`config.mk`:
```
export PLATFORM = sky130hd
export DESIGN_NAME = sliding_median_filter_flat
export DESIGN_NICKNAME = d
export VERILOG_FILES = /design/src/smf_pkg.sv /design/src/smf_in_if.sv /design/src/smf_out_if.sv /design/src/smf_cell.sv /design/src/sliding_median_filter.sv /design/src/flat_wrapper.sv
export SDC_FILE = /design/constraint.sdc
export NUM_CORES = 1
export LEC_CHECK = 0
export BUFFER_PORTS_ARGS = -buffer_cell sky130_fd_sc_hd__buf_4
export CORE_UTILIZATION = 35
export CTS_CLUSTER_DIAMETER = 40
export DETAILED_ROUTE_END_ITERATION = 8
export GPL_ROUTABILITY_DRIVEN = 0
export PLACE_DENSITY_LB_ADDON = 0.25
export SYNTH_ARGS = -nofsm -noshare
export SYNTH_HDL_FRONTEND = slang
export SYNTH_HIERARCHICAL = 1
export SYNTH_SLANG_ARGS = --single-unit
```
`constraint.sdc`:
```
create_clock -name clk -period 11.1 [get_ports clk]
set_input_delay 1.665 -clock clk [delete_from_list [all_inputs] [get_ports clk]]
set_output_delay 1.665 -clock clk [all_outputs]
set_load 0.005 [all_outputs]
```
`src/smf_pkg.sv`:
```
// smf_pkg: shared types of the sliding median filter
// no dependencies; used by smf_cell and sliding_median_filter
package smf_pkg;

	// per-cycle control that the top level drives into each window cell
	typedef struct packed {
		logic push;
		logic clr;
		logic cap;
	} smf_cell_ctrl_t;

endpackage

```
`src/smf_in_if.sv`:
```
// smf_in_if: valid/ready channel carrying one input point per beat
// no dependencies
interface smf_in_if #(
	parameter int W = 16
) ();
	logic                valid;
	logic                ready;
	logic signed [W-1:0] x_in;
	logic signed [W-1:0] y_in;
	logic signed [W-1:0] z_in;
	logic                last_in;

	modport source (output valid, x_in, y_in, z_in, last_in, input ready);
	modport sink (input valid, x_in, y_in, z_in, last_in, output ready);
endinterface

```
`src/smf_out_if.sv`:
```
// smf_out_if: valid/ready channel carrying one filtered point per beat
// no dependencies
interface smf_out_if #(
	parameter int W = 16
) ();
	logic                valid;
	logic                ready;
	logic signed [W-1:0] x_med;
	logic signed [W-1:0] y_out;
	logic signed [W-1:0] z_out;
	logic                last_out;

	modport source (output valid, x_med, y_out, z_out, last_out, input ready);
	modport sink (input valid, x_med, y_out, z_out, last_out, output ready);
endinterface

```
`src/smf_cell.sv`:
```
// smf_cell: one tap of the x window; shifts from its neighbor or the input and ranks its
// own sample against the whole window, registering whether it holds the median
// depends on smf_pkg
module smf_cell
	import smf_pkg::*;
#(
	parameter int W   = 16,
	parameter int WIN = 5,
	parameter int IDX = 0,
	parameter int MID = 2
) (
	input  logic                clk,
	input  logic                arst_n,
	input  smf_cell_ctrl_t      ctrl,
	input  logic signed [W-1:0] din,
	input  logic signed [W-1:0] win [WIN],
	output logic signed [W-1:0] q,
	output logic                sel_s2,
	output logic signed [W-1:0] val_s2
);
	localparam int RW = $clog2(WIN);

	logic signed [W-1:0] x_q;
	logic [WIN-1:0]      lt;
	logic [RW-1:0]       rank;

	// ties broken by position so that the ranks form a permutation
	always_comb begin
		for (int j = 0; j < WIN; j++) begin
			if (j == IDX) begin
				lt[j] = 1'b0;
			end else if (j < IDX) begin
				lt[j] = (win[j] < x_q) || (win[j] == x_q);
			end else begin
				lt[j] = win[j] < x_q;
			end
		end
		rank = RW'($countones(lt));
	end

	always_ff @(posedge clk or negedge arst_n) begin
		if (!arst_n) begin
			x_q <= '0;
		end else if (ctrl.push) begin
			x_q <= ctrl.clr ? '0 : din;
		end
	end

	always_ff @(posedge clk) begin
		if (ctrl.cap) begin
			sel_s2 <= rank == RW'(MID);
			val_s2 <= x_q;
		end
	end

	assign q = x_q;
endmodule

```
`src/sliding_median_filter.sv`:
```
// sliding_median_filter: zero-padded running median of x over 2*KERNEL_HALF+1 points,
// y and z delayed alongside; depends on smf_pkg, smf_in_if, smf_out_if, smf_cell
//
// One point is accepted per cycle unless a flush or output back-pressure holds the input.
// Each beat shifts the x window (a row of 2*KERNEL_HALF+1 cells) and a KERNEL_HALF+1 deep
// y/z delay line; the cells rank their samples in parallel and the median is picked in the
// output stage; a result passes the window, capture and output registers before
// out_pt.valid rises. The first KERNEL_HALF points of a stream give no result. A beat with
// last_in set is followed by KERNEL_HALF zero-padded flush pushes, with in_pt.ready low;
// the final result carries last_out, and the next stream's first push clears the window.
module sliding_median_filter
	import smf_pkg::*;
#(
	parameter int KERNEL_HALF = 2,
	parameter int SAMPLE_BITS = 16
) (
	input  logic      clk,
	input  logic      arst_n,
	smf_in_if.sink    in_pt,
	smf_out_if.source out_pt
);
	localparam int W   = SAMPLE_BITS;
	localparam int WIN = 2 * KERNEL_HALF + 1;
	localparam int CW  = $clog2(KERNEL_HALF + 1);
	localparam logic [CW-1:0] KH = CW'(KERNEL_HALF);

	logic [CW-1:0]       flush_q;
	logic [CW-1:0]       fcnt_q;
	logic                clr_q;
	logic                vw_q;
	logic                lastw_q;
	logic                v2_q;
	logic                last_s2;
	logic signed [W-1:0] y_s2;
	logic signed [W-1:0] z_s2;
	logic                v3_q;
	logic                last_s3;
	logic signed [W-1:0] x_s3;
	logic signed [W-1:0] y_s3;
	logic signed [W-1:0] z_s3;
	logic signed [W-1:0] yd_q [KERNEL_HALF+1];
	logic signed [W-1:0] zd_q [KERNEL_HALF+1];

	logic signed [W-1:0] win [WIN];
	logic signed [W-1:0] val_s2 [WIN];
	logic [WIN-1:0]      sel_s2;
	logic signed [W-1:0] med;

	logic                ready_s3, ready_s2, push_ok, flushing;
	logic                in_beat, flush_push, push, cap, mv3;
	logic signed [W-1:0] x_new, y_new, z_new;
	logic [CW:0]         fsum;
	logic                em, last_new;
	smf_cell_ctrl_t      cctrl, hctrl;

	assign ready_s3   = !v3_q || out_pt.ready;
	assign ready_s2   = !v2_q || ready_s3;
	assign push_ok    = !vw_q || ready_s2;
	assign flushing   = flush_q != '0;
	assign in_pt.ready = !flushing && push_ok;
	assign in_beat    = in_pt.valid && in_pt.ready;
	assign flush_push = flushing && push_ok;
	assign push       = in_beat || flush_push;
	assign cap        = vw_q && ready_s2;
	assign mv3        = v2_q && ready_s3;

	assign x_new = flushing ? '0 : in_pt.x_in;
	assign y_new = flushing ? '0 : in_pt.y_in;
	assign z_new = flushing ? '0 : in_pt.z_in;

	// during flush the count already includes the last point
	assign fsum     = {1'b0, flush_q} + {1'b0, fcnt_q};
	assign em       = flushing ? (fsum > {1'b0, KH}) : (fcnt_q == KH);
	assign last_new = flushing && (flush_q == KH);

	assign cctrl = '{push: push, clr: clr_q, cap: cap};
	assign hctrl = '{push: push, clr: 1'b0, cap: cap};

	for (genvar i = 0; i < WIN; i++) begin : g_cell
		if (i == WIN - 1) begin : g_head
			smf_cell #(.W(W), .WIN(WIN), .IDX(i), .MID(KERNEL_HALF)) u_cell (
				.clk    (clk),
				.arst_n (arst_n),
				.ctrl   (hctrl),
				.din    (x_new),
				.win    (win),
				.q      (win[i]),
				.sel_s2 (sel_s2[i]),
				.val_s2 (val_s2[i])
			);
		end else begin : g_body
			smf_cell #(.W(W), .WIN(WIN), .IDX(i), .MID(KERNEL_HALF)) u_cell (
				.clk    (clk),
				.arst_n (arst_n),
				.ctrl   (cctrl),
				.din    (win[i+1]),
				.win    (win),
				.q      (win[i]),
				.sel_s2 (sel_s2[i]),
				.val_s2 (val_s2[i])
			);
		end
	end

	always_comb begin
		med = '0;
		for (int i = 0; i < WIN; i++) begin
			med = med | (val_s2[i] & {W{sel_s2[i]}});
		end
	end

	always_ff @(posedge clk or negedge arst_n) begin
		if (!arst_n) begin
			flush_q <= '0;
			fcnt_q  <= '0;
			clr_q   <= 1'b0;
			vw_q    <= 1'b0;
			lastw_q <= 1'b0;
			v2_q    <= 1'b0;
			v3_q    <= 1'b0;
		end else begin
			if (push) begin
				vw_q    <= em;
				lastw_q <= last_new;
			end else if (cap) begin
				vw_q <= 1'b0;
			end
			if (in_beat) begin
				clr_q <= 1'b0;
				if (fcnt_q != KH) begin
					fcnt_q <= fcnt_q + CW'(1);
				end
				if (in_pt.last_in) begin
					flush_q <= CW'(1);
				end
			end
			if (flush_push) begin
				if (flush_q == KH) begin
					flush_q <= '0;
					fcnt_q  <= '0;
					clr_q   <= 1'b1;
				end else begin
					flush_q <= flush_q + CW'(1);
				end
			end
			if (cap) begin
				v2_q <= 1'b1;
			end else if (mv3) begin
				v2_q <= 1'b0;
			end
			if (mv3) begin
				v3_q <= 1'b1;
			end else if (out_pt.ready) begin
				v3_q <= 1'b0;
			end
		end
	end

	// y/z delay line, oldest at index 0
	always_ff @(posedge clk or negedge arst_n) begin
		if (!arst_n) begin
			for (int i = 0; i <= KERNEL_HALF; i++) begin
				yd_q[i] <= '0;
				zd_q[i] <= '0;
			end
		end else if (push) begin
			for (int i = 0; i < KERNEL_HALF; i++) begin
				yd_q[i] <= clr_q ? '0 : yd_q[i+1];
				zd_q[i] <= clr_q ? '0 : zd_q[i+1];
			end
			yd_q[KERNEL_HALF] <= y_new;
			zd_q[KERNEL_HALF] <= z_new;
		end
	end

	always_ff @(posedge clk) begin
		if (cap) begin
			last_s2 <= lastw_q;
			y_s2    <= yd_q[0];
			z_s2    <= zd_q[0];
		end
		if (mv3) begin
			last_s3 <= last_s2;
			x_s3    <= med;
			y_s3    <= y_s2;
			z_s3    <= z_s2;
		end
	end

	assign out_pt.valid    = v3_q;
	assign out_pt.x_med    = x_s3;
	assign out_pt.y_out    = y_s3;
	assign out_pt.z_out    = z_s3;
	assign out_pt.last_out = last_s3;

	a_one_median: assert property (@(posedge clk) disable iff (!arst_n)
		v2_q |-> $onehot(sel_s2))
		else $error("median select not one-hot");

	a_flush_blocks_input: assert property (@(posedge clk) disable iff (!arst_n)
		in_beat && in_pt.last_in |=> !in_pt.ready)
		else $error("input taken right after last beat");

	a_flush_end_clears: assert property (@(posedge clk) disable iff (!arst_n)
		flush_push && (flush_q == KH) |=> clr_q && (fcnt_q == '0) && !flushing)
		else $error("stream end did not arm clear");

	a_window_held: assert property (@(posedge clk) disable iff (!arst_n)
		vw_q && !ready_s2 |=> vw_q && $stable(win[WIN-1]))
		else $error("window moved under pending result");
endmodule
```
`src/flat_wrapper.sv`:
```
// flat-port wrapper written by rule: the top's interface ports become plain ports
module sliding_median_filter_flat import smf_pkg::*;
#(
	parameter int KERNEL_HALF = 2,
	parameter int SAMPLE_BITS = 16
)
  (clk, arst_n, in_pt_valid, in_pt_x_in, in_pt_y_in, in_pt_z_in, in_pt_last_in, in_pt_ready, out_pt_valid, out_pt_x_med, out_pt_y_out, out_pt_z_out, out_pt_last_out, out_pt_ready);
  smf_in_if in_pt_i ();
  smf_out_if out_pt_i ();
  input  logic clk;
  input  logic arst_n;
  input wire logic [$bits(in_pt_i.valid)-1:0] in_pt_valid;
  input wire logic [$bits(in_pt_i.x_in)-1:0] in_pt_x_in;
  input wire logic [$bits(in_pt_i.y_in)-1:0] in_pt_y_in;
  input wire logic [$bits(in_pt_i.z_in)-1:0] in_pt_z_in;
  input wire logic [$bits(in_pt_i.last_in)-1:0] in_pt_last_in;
  output wire logic [$bits(in_pt_i.ready)-1:0] in_pt_ready;
  output wire logic [$bits(out_pt_i.valid)-1:0] out_pt_valid;
  output wire logic [$bits(out_pt_i.x_med)-1:0] out_pt_x_med;
  output wire logic [$bits(out_pt_i.y_out)-1:0] out_pt_y_out;
  output wire logic [$bits(out_pt_i.z_out)-1:0] out_pt_z_out;
  output wire logic [$bits(out_pt_i.last_out)-1:0] out_pt_last_out;
  input wire logic [$bits(out_pt_i.ready)-1:0] out_pt_ready;
  assign in_pt_i.valid = in_pt_valid;
  assign in_pt_i.x_in = in_pt_x_in;
  assign in_pt_i.y_in = in_pt_y_in;
  assign in_pt_i.z_in = in_pt_z_in;
  assign in_pt_i.last_in = in_pt_last_in;
  assign in_pt_ready = in_pt_i.ready;
  assign out_pt_valid = out_pt_i.valid;
  assign out_pt_x_med = out_pt_i.x_med;
  assign out_pt_y_out = out_pt_i.y_out;
  assign out_pt_z_out = out_pt_i.z_out;
  assign out_pt_last_out = out_pt_i.last_out;
  assign out_pt_i.ready = out_pt_ready;
  sliding_median_filter #(.KERNEL_HALF(KERNEL_HALF), .SAMPLE_BITS(SAMPLE_BITS)) u_core (.clk(clk), .arst_n(arst_n), .in_pt(in_pt_i), .out_pt(out_pt_i));
endmodule
```
---- After elaboration in Yosys (flattened, before gate mapping) ----
Cells that the tools add are included.
word-level totals
  word-level logic and storage cells ...... 161
  input port bits ......................... 53
  bits in registers ....................... 352
  output and inout bits ................... 51
operators by class
  magnitude comparators ................... 21
  muxes and demuxes ....................... 29
  equality and inequality tests ........... 18
  bitwise gates (word level) .............. 9
  $add $sub $neg .......................... 18
  reduce and logical (&&, ||, !) cells .... 31
operators with widths
  operator                                             number
  < comparator 16 bit                                  20
  2-to-1 mux 16 bit                                    11
  equality test 16 bit                                 10
  bitwise AND 16 bit                                   5
  bitwise OR 16 bit                                    4
  2-to-1 mux 2 bit                                     8
  equality test 3 x 2 -> 1 bit, second input constant  5
  logical OR 1 bit                                     14
  adder 1 x 1 -> 2 bit                                 6
  adder 3 x 1 -> 3 bit                                 4
  nonzero test 2 bit                                   6
  2-to-1 mux 1 bit                                     10
  adder 1 x 2 -> 3 bit                                 2
  adder 2 x 1 -> 3 bit                                 2
  adder 2 x 2 -> 3 bit                                 2
  logical AND 1 bit                                    6
  adder 2 x 1 -> 2 bit, second input constant          2
  equality test 2 bit, second input constant           2
  logical NOT 1 bit                                    4
  > comparator 3 x 2 -> 1 bit, second input constant   1
  != test 2 bit, second input constant                 1
  AND reduction 2 bit                                  1

---- Longest topological paths before layout ----
Gate-level depths: netlist of the first run.
  word-level depth ........................ 9
  gate-level depth with buffers ........... 13
  mapped depth without buffers ............ 13

---- By module ----
The synthesis of the first run kept the hierarchy.
modules (own cells, without submodules)
  module                                     cells an instance  area each (µm²)  instances
  sliding_median_filter                      567                7362.1           1
  smf_cell (u_core.g_cell[3].g_body.u_cell)  258                2693.8           1
  smf_cell (u_core.g_cell[4].g_head.u_cell)  264                2677.6           1
  smf_cell (u_core.g_cell[2].g_body.u_cell)  248                2598.7           1
  smf_cell (u_core.g_cell[1].g_body.u_cell)  249                2593.7           1
  smf_cell (u_core.g_cell[0].g_body.u_cell)  242                2558.7           1

---- Least setup slack after synthesis of the first run ----
Ideal clock, no wire load.
  path kind ............................... input-to-reg
  start point ............................. in out_pt_ready
  end point ............................... reg u_core.g_cell[0].g_body.u_cell.sel_s2, enable pin
  path buffers ............................ 0
  stages .................................. 2
  data arrival time ....................... 4498 ps
  setup slack ............................. 6112 ps
  library setup time ...................... 490 ps
  data required time ...................... 10610 ps
  cell sequence ........................... nand3b_1 > and2_1
on the way
  word-level cells in the longest chain between the ends .. 3
ends and longest elaborated chain
  what                    line                         RTL
  start: declaration      flat_wrapper.sv:23           input wire logic [$bits(out_pt_i.ready)-1:0] out_pt_ready;
  logical OR 1 bit        sliding_median_filter.sv:56  assign ready_s3 = !v3_q || out_pt.ready;
  logical OR 1 bit        sliding_median_filter.sv:57  assign ready_s2 = !v2_q || ready_s3;
  logical AND 1 bit       sliding_median_filter.sv:64  assign cap = vw_q && ready_s2;
  net u_core.cap          sliding_median_filter.sv:50  logic in_beat, flush_push, push, cap, mv3;
  end signal: assignment  smf_cell.sv:51               sel_s2 <= rank == RW'(MID);
  end: declaration        smf_cell.sv:18               output logic sel_s2,
The timed path passes the listed nets, and every way through them passes these cells.
A chain may end at the register's enable or synchronous reset.

---- Worst setup path after layout of the first run ----
  start point ............................. reg u_core.g_cell[4].g_head.u_cell.x_q[15]
  end point ............................... reg u_core.g_cell[4].g_head.u_cell.sel_s2, data pin
on the way
  word-level cells in the longest chain between the ends .. 5
ends and longest elaborated chain
  what                                               line            RTL
  start: declaration                                 smf_cell.sv:23  logic signed [W-1:0] x_q;
  start signal: assignment                           smf_cell.sv:45  x_q <= ctrl.clr ? '0 : din;
  < comparator 16 bit, or another cell as far along  smf_cell.sv:33  lt[j] = (win[j] < x_q) || (win[j] == x_q);
  logical OR 1 bit                                   smf_cell.sv:33
  adder 1 x 1 -> 2 bit (not written as such)         smf_cell.sv:38  rank = RW'($countones(lt));
  adder 2 x 2 -> 3 bit (not written as such) (*)     smf_cell.sv:38
  equality test 3 x 2 -> 1 bit (*)                   smf_cell.sv:51
  end signal: assignment                             smf_cell.sv:51
  end: declaration                                   smf_cell.sv:18
Mark *: on every way between the ends. The rest lies on a longest branch, timed or not.

==> results of run 1 <==
[final timing paths]
| path | from | endpoint | slack (ns) | depth (start not counted) |
|---|---|---|---|---|
| max | u_core/g_cell[4].g_head.u_cell/q[15]$_DFFE_PN0P_ | u_core/g_cell[4].g_head.u_cell/sel_s2$_DFFE_PP_ | 7.05 | 12 |
| min | u_core/z_s2[8]$_DFFE_PP_ | u_core/out_pt.z_out[8]$_DFFE_PP_ | 0.42 | 0 |
| max reg2reg | u_core/g_cell[4].g_head.u_cell/q[15]$_DFFE_PN0P_ | u_core/g_cell[4].g_head.u_cell/sel_s2$_DFFE_PP_ | 7.05 | 12 |
| min reg2reg | u_core/z_s2[8]$_DFFE_PP_ | u_core/out_pt.z_out[8]$_DFFE_PP_ | 0.42 | 0 |
| max in group asynchronous | arst_n | u_core/g_cell[0].g_body.u_cell/q[12]$_DFFE_PN0P_ | 8.09 | 3 |
| min in group asynchronous | arst_n | u_core/zd_q[14]$_DFFE_PN0P_ | 1.10 | 1 |
[kinds of logic (layout without fill, tap and decap cells)]
kind of cell    Yosys count  count (layout)  synth area share [%]
flops                   352             352                  47.1
mux                       8               8                 0.415
simple gates            401             401                  11.9
other cells               1               7                0.0183
fa+ha+maj               329             329                  20.3
compound gates          542             542                  16.4
buf+inv                 195             353                  3.88
[placed cells by master, fill, tap and decap left out, types with 16 or more instances in the layout]
cell type,instances
nor2_1,21
a22o_1,36
nand4_1,37
clkbuf_16,61
and2_1,18
a22oi_1,16
a21oi_1,103
nand2b_1,80
a21o_1,38
nand3_1,17
inv_1,123
dfrtp_1,184
nand3b_1,81
ha_1,323
o21ai_0,226
o21ai_1,25
edfxtp_1,167
buf_4,112
a222oi_1,16
nand2_1,72
[power groups by stage]
stage	Sequential (W)	Combinational, W	Clock, W
2_1_floorplan	0.00184	0.00112	0
3_3_place_gp	0.00200	0.00151	0
3_5_place_dp	0.00201	0.00158	0
4_1_cts	0.00199	0.00159	0.00193
5_1_grt	0.00201	0.00180	0.00199
6_report	0.00199	0.00158	0.00189
[layout make-up]
type                    count  area (µm²)  share of cell area [%]
clock buffers              66        1560                    6.44
flip-flops and latches    352        9650                    40.0
clock inverters            48         551                    2.28
inverters                 126         494                    2.05
well taps                 765         957                    3.97
multi-input cells        1287       10100                    41.8
repair buffers            113         855                    3.54
[registers in the layout, indices dropped and copies added (netlist names), 2 cells and up]
name	flops
u_core/y_s2	16
u_core/out_pt.z_out	16
u_core/g_cell.g_head.u_cell/val_s2	16
u_core/z_s2	16
u_core/g_cell.g_head.u_cell/q	16
u_core/g_cell.g_body.u_cell/sel_s2	4
u_core/zd_q	48
u_core/out_pt.y_out	16
u_core/g_cell.g_body.u_cell/q	64
u_core/g_cell.g_body.u_cell/val_s2	64
u_core/out_pt.x_med	16
u_core/yd_q	48
u_core/fcnt_q	2
u_core/flush_q	2
[critical path, stage by stage, from the launching register on]
cell and delay (ns):
dfrtp_1 0.68, inv_1 0.26, ha_1 0.39, nand4_1 0.16, nor4_1 0.65, a21oi_1 0.19
mux2i_1 0.19, a21oi_1 0.09, fa_1 0.54, inv_1 0.04, ha_1 0.19, ha_1 0.26
nor3b_1 0.14
[routing by layer]
layer  track usage, %  part of all wire [%]
met1             26.1                    43
met3             4.05                   6.6
met2             32.7                    46
met5                0                     0
met4             9.21                   4.1
[per-stage QoR]
| stage | worst slack [ns] | instance area (µm²) | util, % | hold WS [ns] |
|---|---|---|---|---|
| floorplan | 6.11 | 20500 | - | 0.400 |
| global placement | 6.73 | 22000 | 38.1 | 0.403 |
| detailed placement | 6.68 | 22000 | 38.1 | 0.406 |
| CTS | 7.09 | 24100 | 41.8 | 0.418 |
| global route | 6.89 | 24100 | 41.8 | 0.424 |
| finish | 7.05 | 24100 | 41.8 | 0.418 |
==> results.yml, run 1 <==
outcome:
  status: "completed"
clocking:
  cts_buffers: 61
  cts_resized: 0
  cts-htree-levels: 2
  post_cts_buffers: 0
  cts-root-buf: "clkbuf_16"
  clockBufferDepth: 3
  clk_latency_ns: 0.61
  clock_sinks: 352
  path_clk_slew_ns: 0.06
  hold_buffers: 0
  cts_tree: "done"
logic_synthesis:
  synth_top_area_cell: "edfxtp_1"
  synth_area_mm2: 0.0205
  syn_area_per_cell_um2: 11.2
  yosysWarnings: 6
  syn_inst: 1828
  synth_top_cells_by_area: "edfxtp_1, dfrtp_1, ha_1"
  async_flop_share_pct: 52.6
  synth_top_area_share_pct: 24.5
  ys_ff_latch: 352
  yosysSeqAreaShare_pct: 47.1
  synth.most_common_cell: "ha_1"
  synth_edf_count: 167
  synth.top_cells.by_count: "ha_1, o21ai_0, dfrtp_1"
  synth_ff_type: "dfrtp_1"
  ys_types: 77
timing:
  worstMarginPinSlew_ns: 1.12
  rsz0062_at_grt: "no"
  final.period_utilization_pct: 36.5
  fmax_mhz: 247
  hold_viol: 0
  drv_slew: 0
  setup_viol: 0
  setup_tns_ns: 0
  fin_skew_ns: 0.0203
  worst_slew_margin_rel_pct: 25.6
  min_period_ns: 4.05
die:
  die_h_um: 244
  die_area_mm2: 0.0595
  core_area_mm2: 0.0578
  start_util_pct: 35.4
  fp-row-count: 88
  pin_count: 104
  die_w_um: 244
detailed_routing:
  num_vias: 15159
  wirelength_um: 59900
  via_per_inst: 5.50
  first_iter_violations: 1010
  drt-wirelength-per-cell_um: 21.7
  drc_errors: 0
  dr.pass1.iters: 5
  drtAntennaViolNets: 0
pwr:
  power_density_mw_per_mm2: 226
  p_int_w: 0.00356
  power.share.switching_pct: 34.7
  power_frac_comb_pct: 29.0
  p_leak_nw: 10.4
  finalPower_w: 0.00545
  pwr-share-clk_pct: 34.6
  peakVddDrop_v: 0.000155
  netSwitchingPower_w: 0.00189
  seqPwrFrac_pct: 36.4
layout:
  drive_gt1_share_pct: 12.3
  stdcell_count: 2757
  fillers: 5463
  fin_nets: 2323
  diodes: 0
  area_delta_synth_final_pct: 17.8
worst_setup_path:
  crit_type: "reg2reg"
  worstSetupEndpointType: "flop"
  crit_fanout: 7
  critPathLaunchType: "flop"
  crit_arrival_ns: 4.40
  cp.required_ns: 11.45
placed_design:
  dpl.cell_count: 2643
  dp_hpwl_um: 42000
  port_buffers: 103
grt:
  grt_max_degree: 97
  grt_pass1_wl_um: 92400
  grt_pass1_vias: 15776
  grt_usage_pct: 20.3
  antenna_found_initial: 0
  grt.overflow.total: 0
job:
  maxCapViolCount: 0
worst_hold_path:
  hold_path.class: "reg2reg"
No activity file was read; power rests on OpenSTA's default activity.
==> inputs of run 2 (changes only) <==
==> constraint.sdc (replaced) <==
create_clock -name clk -period 4.2 [get_ports clk]
set_input_delay 0.63 -clock clk [delete_from_list [all_inputs] [get_ports clk]]
set_output_delay 0.63 -clock clk [all_outputs]
set_load 0.005 [all_outputs]
==> run 2 against run 1 <==
Compared with the run above:
- clock-buffer cell count rose by 20
- worst setup slack lost 6.8 ns
- highest routed layer is now met5
- global-route usage grew 1.5 points
- sequential power grew to 2.6 times the previous value
- worst hold slack got worse by 0.36 ns
- clock skew grew 0.014 ns
- register-to-register slack got worse by 6.8 ns
- critical path depth is the same
- total power increased to 2.8 times the previous value
- maximum frequency increased by 2.3%
==> results.yml, run 2 (same netlist as run 1, synthesis figures left out) <==
timing:
  rsz0062_at_grt: "no"
  finalWorstSetupSlack_ns: 0.242
  drv_slew: 0
  fmax_mhz: 253
  setup_viol: 0
  worstMarginPinSlew_ns: 1.24
  setup_tns_ns: 0
  holdWs_ns: 0.0612
  hold_viol: 0
  worst_slew_margin_rel_pct: 17.2
  min_period_ns: 3.96
  fin_skew_ns: 0.0345
  final.period_utilization_pct: 94.2
worst_hold_path:
  hold_path.class: "in2async"
grt:
  grt_usage_pct: 21.8
  grt.overflow.total: 0
  grt_max_degree: 97
  grt_pass1_wl_um: 96900
  antenna_found_initial: 1
  grt_pass1_vias: 15603
layout:
  final_cell_mix: "ha_1, o21ai_0, dfrtp_1, edfxtp_1, buf_4"
  final_common_cell: "ha_1"
  finalInstanceArea_mm2: 0.0246
  utilization_pct: 42.6
  fin_nets: 2361
  drive_gt1_share_pct: 13.9
  area_delta_synth_final_pct: 20.2
die:
  core_area_mm2: 0.0578
  fp-row-count: 88
  die_w_um: 244
  die_h_um: 244
  die_area_mm2: 0.0595
  start_util_pct: 35.4
  pin_count: 104
clocking:
  cts-htree-levels: 3
  path_clk_slew_ns: 0.05
  clockBufferDepth: 3
  cts_buffers: 68
  cts-root-buf: "clkbuf_16"
  hold_buffers: 0
  clk_latency_ns: 0.60
  post_cts_buffers: 0
  cts_tree: "done"
  clock_sinks: 352
  cts_resized: 0
worst_setup_path:
  crit_arrival_ns: 4.31
  crit_fanout: 7
  worstSetupEndpointType: "flop"
  crit_type: "reg2reg"
  worst-r2r-setup-slack_ns: 0.24
  critPathLaunchType: "flop"
  cp.required_ns: 4.55
  reg2reg_from: "u_core/g_cell[3].g_body.u_cell/q[7]$_DFFE_PN0P_"
  rr_endpoint: "u_core/g_cell[3].g_body.u_cell/sel_s2$_DFFE_PP_"
  reg2regPathDepth: 12
pwr:
  power_density_mw_per_mm2: 621
  p_leak_nw: 10.7
  peakVddDrop_v: 0.000325
detailed_routing:
  wirelength_um: 64100
  drt-wirelength-per-cell_um: 22.9
  drc_errors: 0
  num_vias: 15581
  drtAntennaViolNets: 0
  first_iter_violations: 1126
  via_per_inst: 5.56
  dr.pass1.iters: 7
placed_design:
  dp_slack_ns: 0.329
  port_buffers: 103
  placed_area_mm2: 0.0223
  dp_hpwl_um: 45500
job:
  maxCapViolCount: 0
outcome:
  status: "completed"
[run 2: worst max-delay path, cell delays in order (launching register included)]
cell	delay [ns]
dfrtp_1	0.57
inv_1	0.22
ha_1	0.35
and3_4	0.20
a221oi_1	0.57
o221ai_1	0.19
a21oi_1	0.15
mux2_1	0.35
fa_1	0.48
inv_1	0.04
ha_1	0.19
ha_1	0.27
nor3b_1	0.14
[run 2: worst max path at each step]
stage,startpoint,to,slack [ns],cells past startpoint
3_5_place_dp,u_core/g_cell[3].g_body.u_cell/q[7]$_DFFE_PN0P_,u_core/g_cell[3].g_body.u_cell/sel_s2$_DFFE_PP_,0.33,12
4_1_cts,u_core/g_cell[3].g_body.u_cell/q[7]$_DFFE_PN0P_,u_core/g_cell[3].g_body.u_cell/sel_s2$_DFFE_PP_,0.32,12
6_report,u_core/g_cell[3].g_body.u_cell/q[7]$_DFFE_PN0P_,u_core/g_cell[3].g_body.u_cell/sel_s2$_DFFE_PP_,0.24,12
5_1_grt,u_core/g_cell[3].g_body.u_cell/q[6]$_DFFE_PN0P_,u_core/g_cell[3].g_body.u_cell/sel_s2$_DFFE_PP_,0.11,12
3_3_place_gp,u_core/g_cell[3].g_body.u_cell/q[6]$_DFFE_PN0P_,u_core/g_cell[3].g_body.u_cell/sel_s2$_DFFE_PP_,0.34,12
2_1_floorplan,out_pt_ready,u_core/g_cell[0].g_body.u_cell/sel_s2$_DFFE_PP_,0.25,2
[run 2: metrics by stage]
stage | power [W] | std cells
3_5_place_dp | 0.00985 | 2674
4_1_cts | 0.0154 | 2800
2_1_floorplan | 0.00781 | 1834
5_1_grt | 0.0161 | 2800
3_3_place_gp | 0.00978 | 2674
6_report | 0.0153 | 2801
[run 2: layout make-up]
class | count | area (µm²)
Sequential cell | 352 | 9650
Fill cell | 5476 | 33200
Tap cell | 765 | 957
Inverter | 126 | 494
Timing Repair Buffer | 144 | 1120
Antenna cell | 1 | 2.50
Clock buffer | 86 | 1880
Multi-Input combinational cell | 1287 | 10100
Clock inverter | 40 | 433
[run 2: metal layers]
| layer | vias to the layer above | track usage [%] | part of all wire (%) |
|---|---|---|---|
| met4 | 2 | 8.88 | 3.9 |
| li1 | 7213 | - | - |
| met3 | 132 | 5.34 | 7.4 |
| met2 | 568 | 32.9 | 44 |
| met5 | - | 0 | 0.030 |
| met1 | 7666 | 29.7 | 44 |
[run 2: where the power goes]
group          internal [W]  switching, W
Clock               0.00352       0.00190
Sequential          0.00447      0.000679
Combinational       0.00190       0.00281
Total               0.00988       0.00540
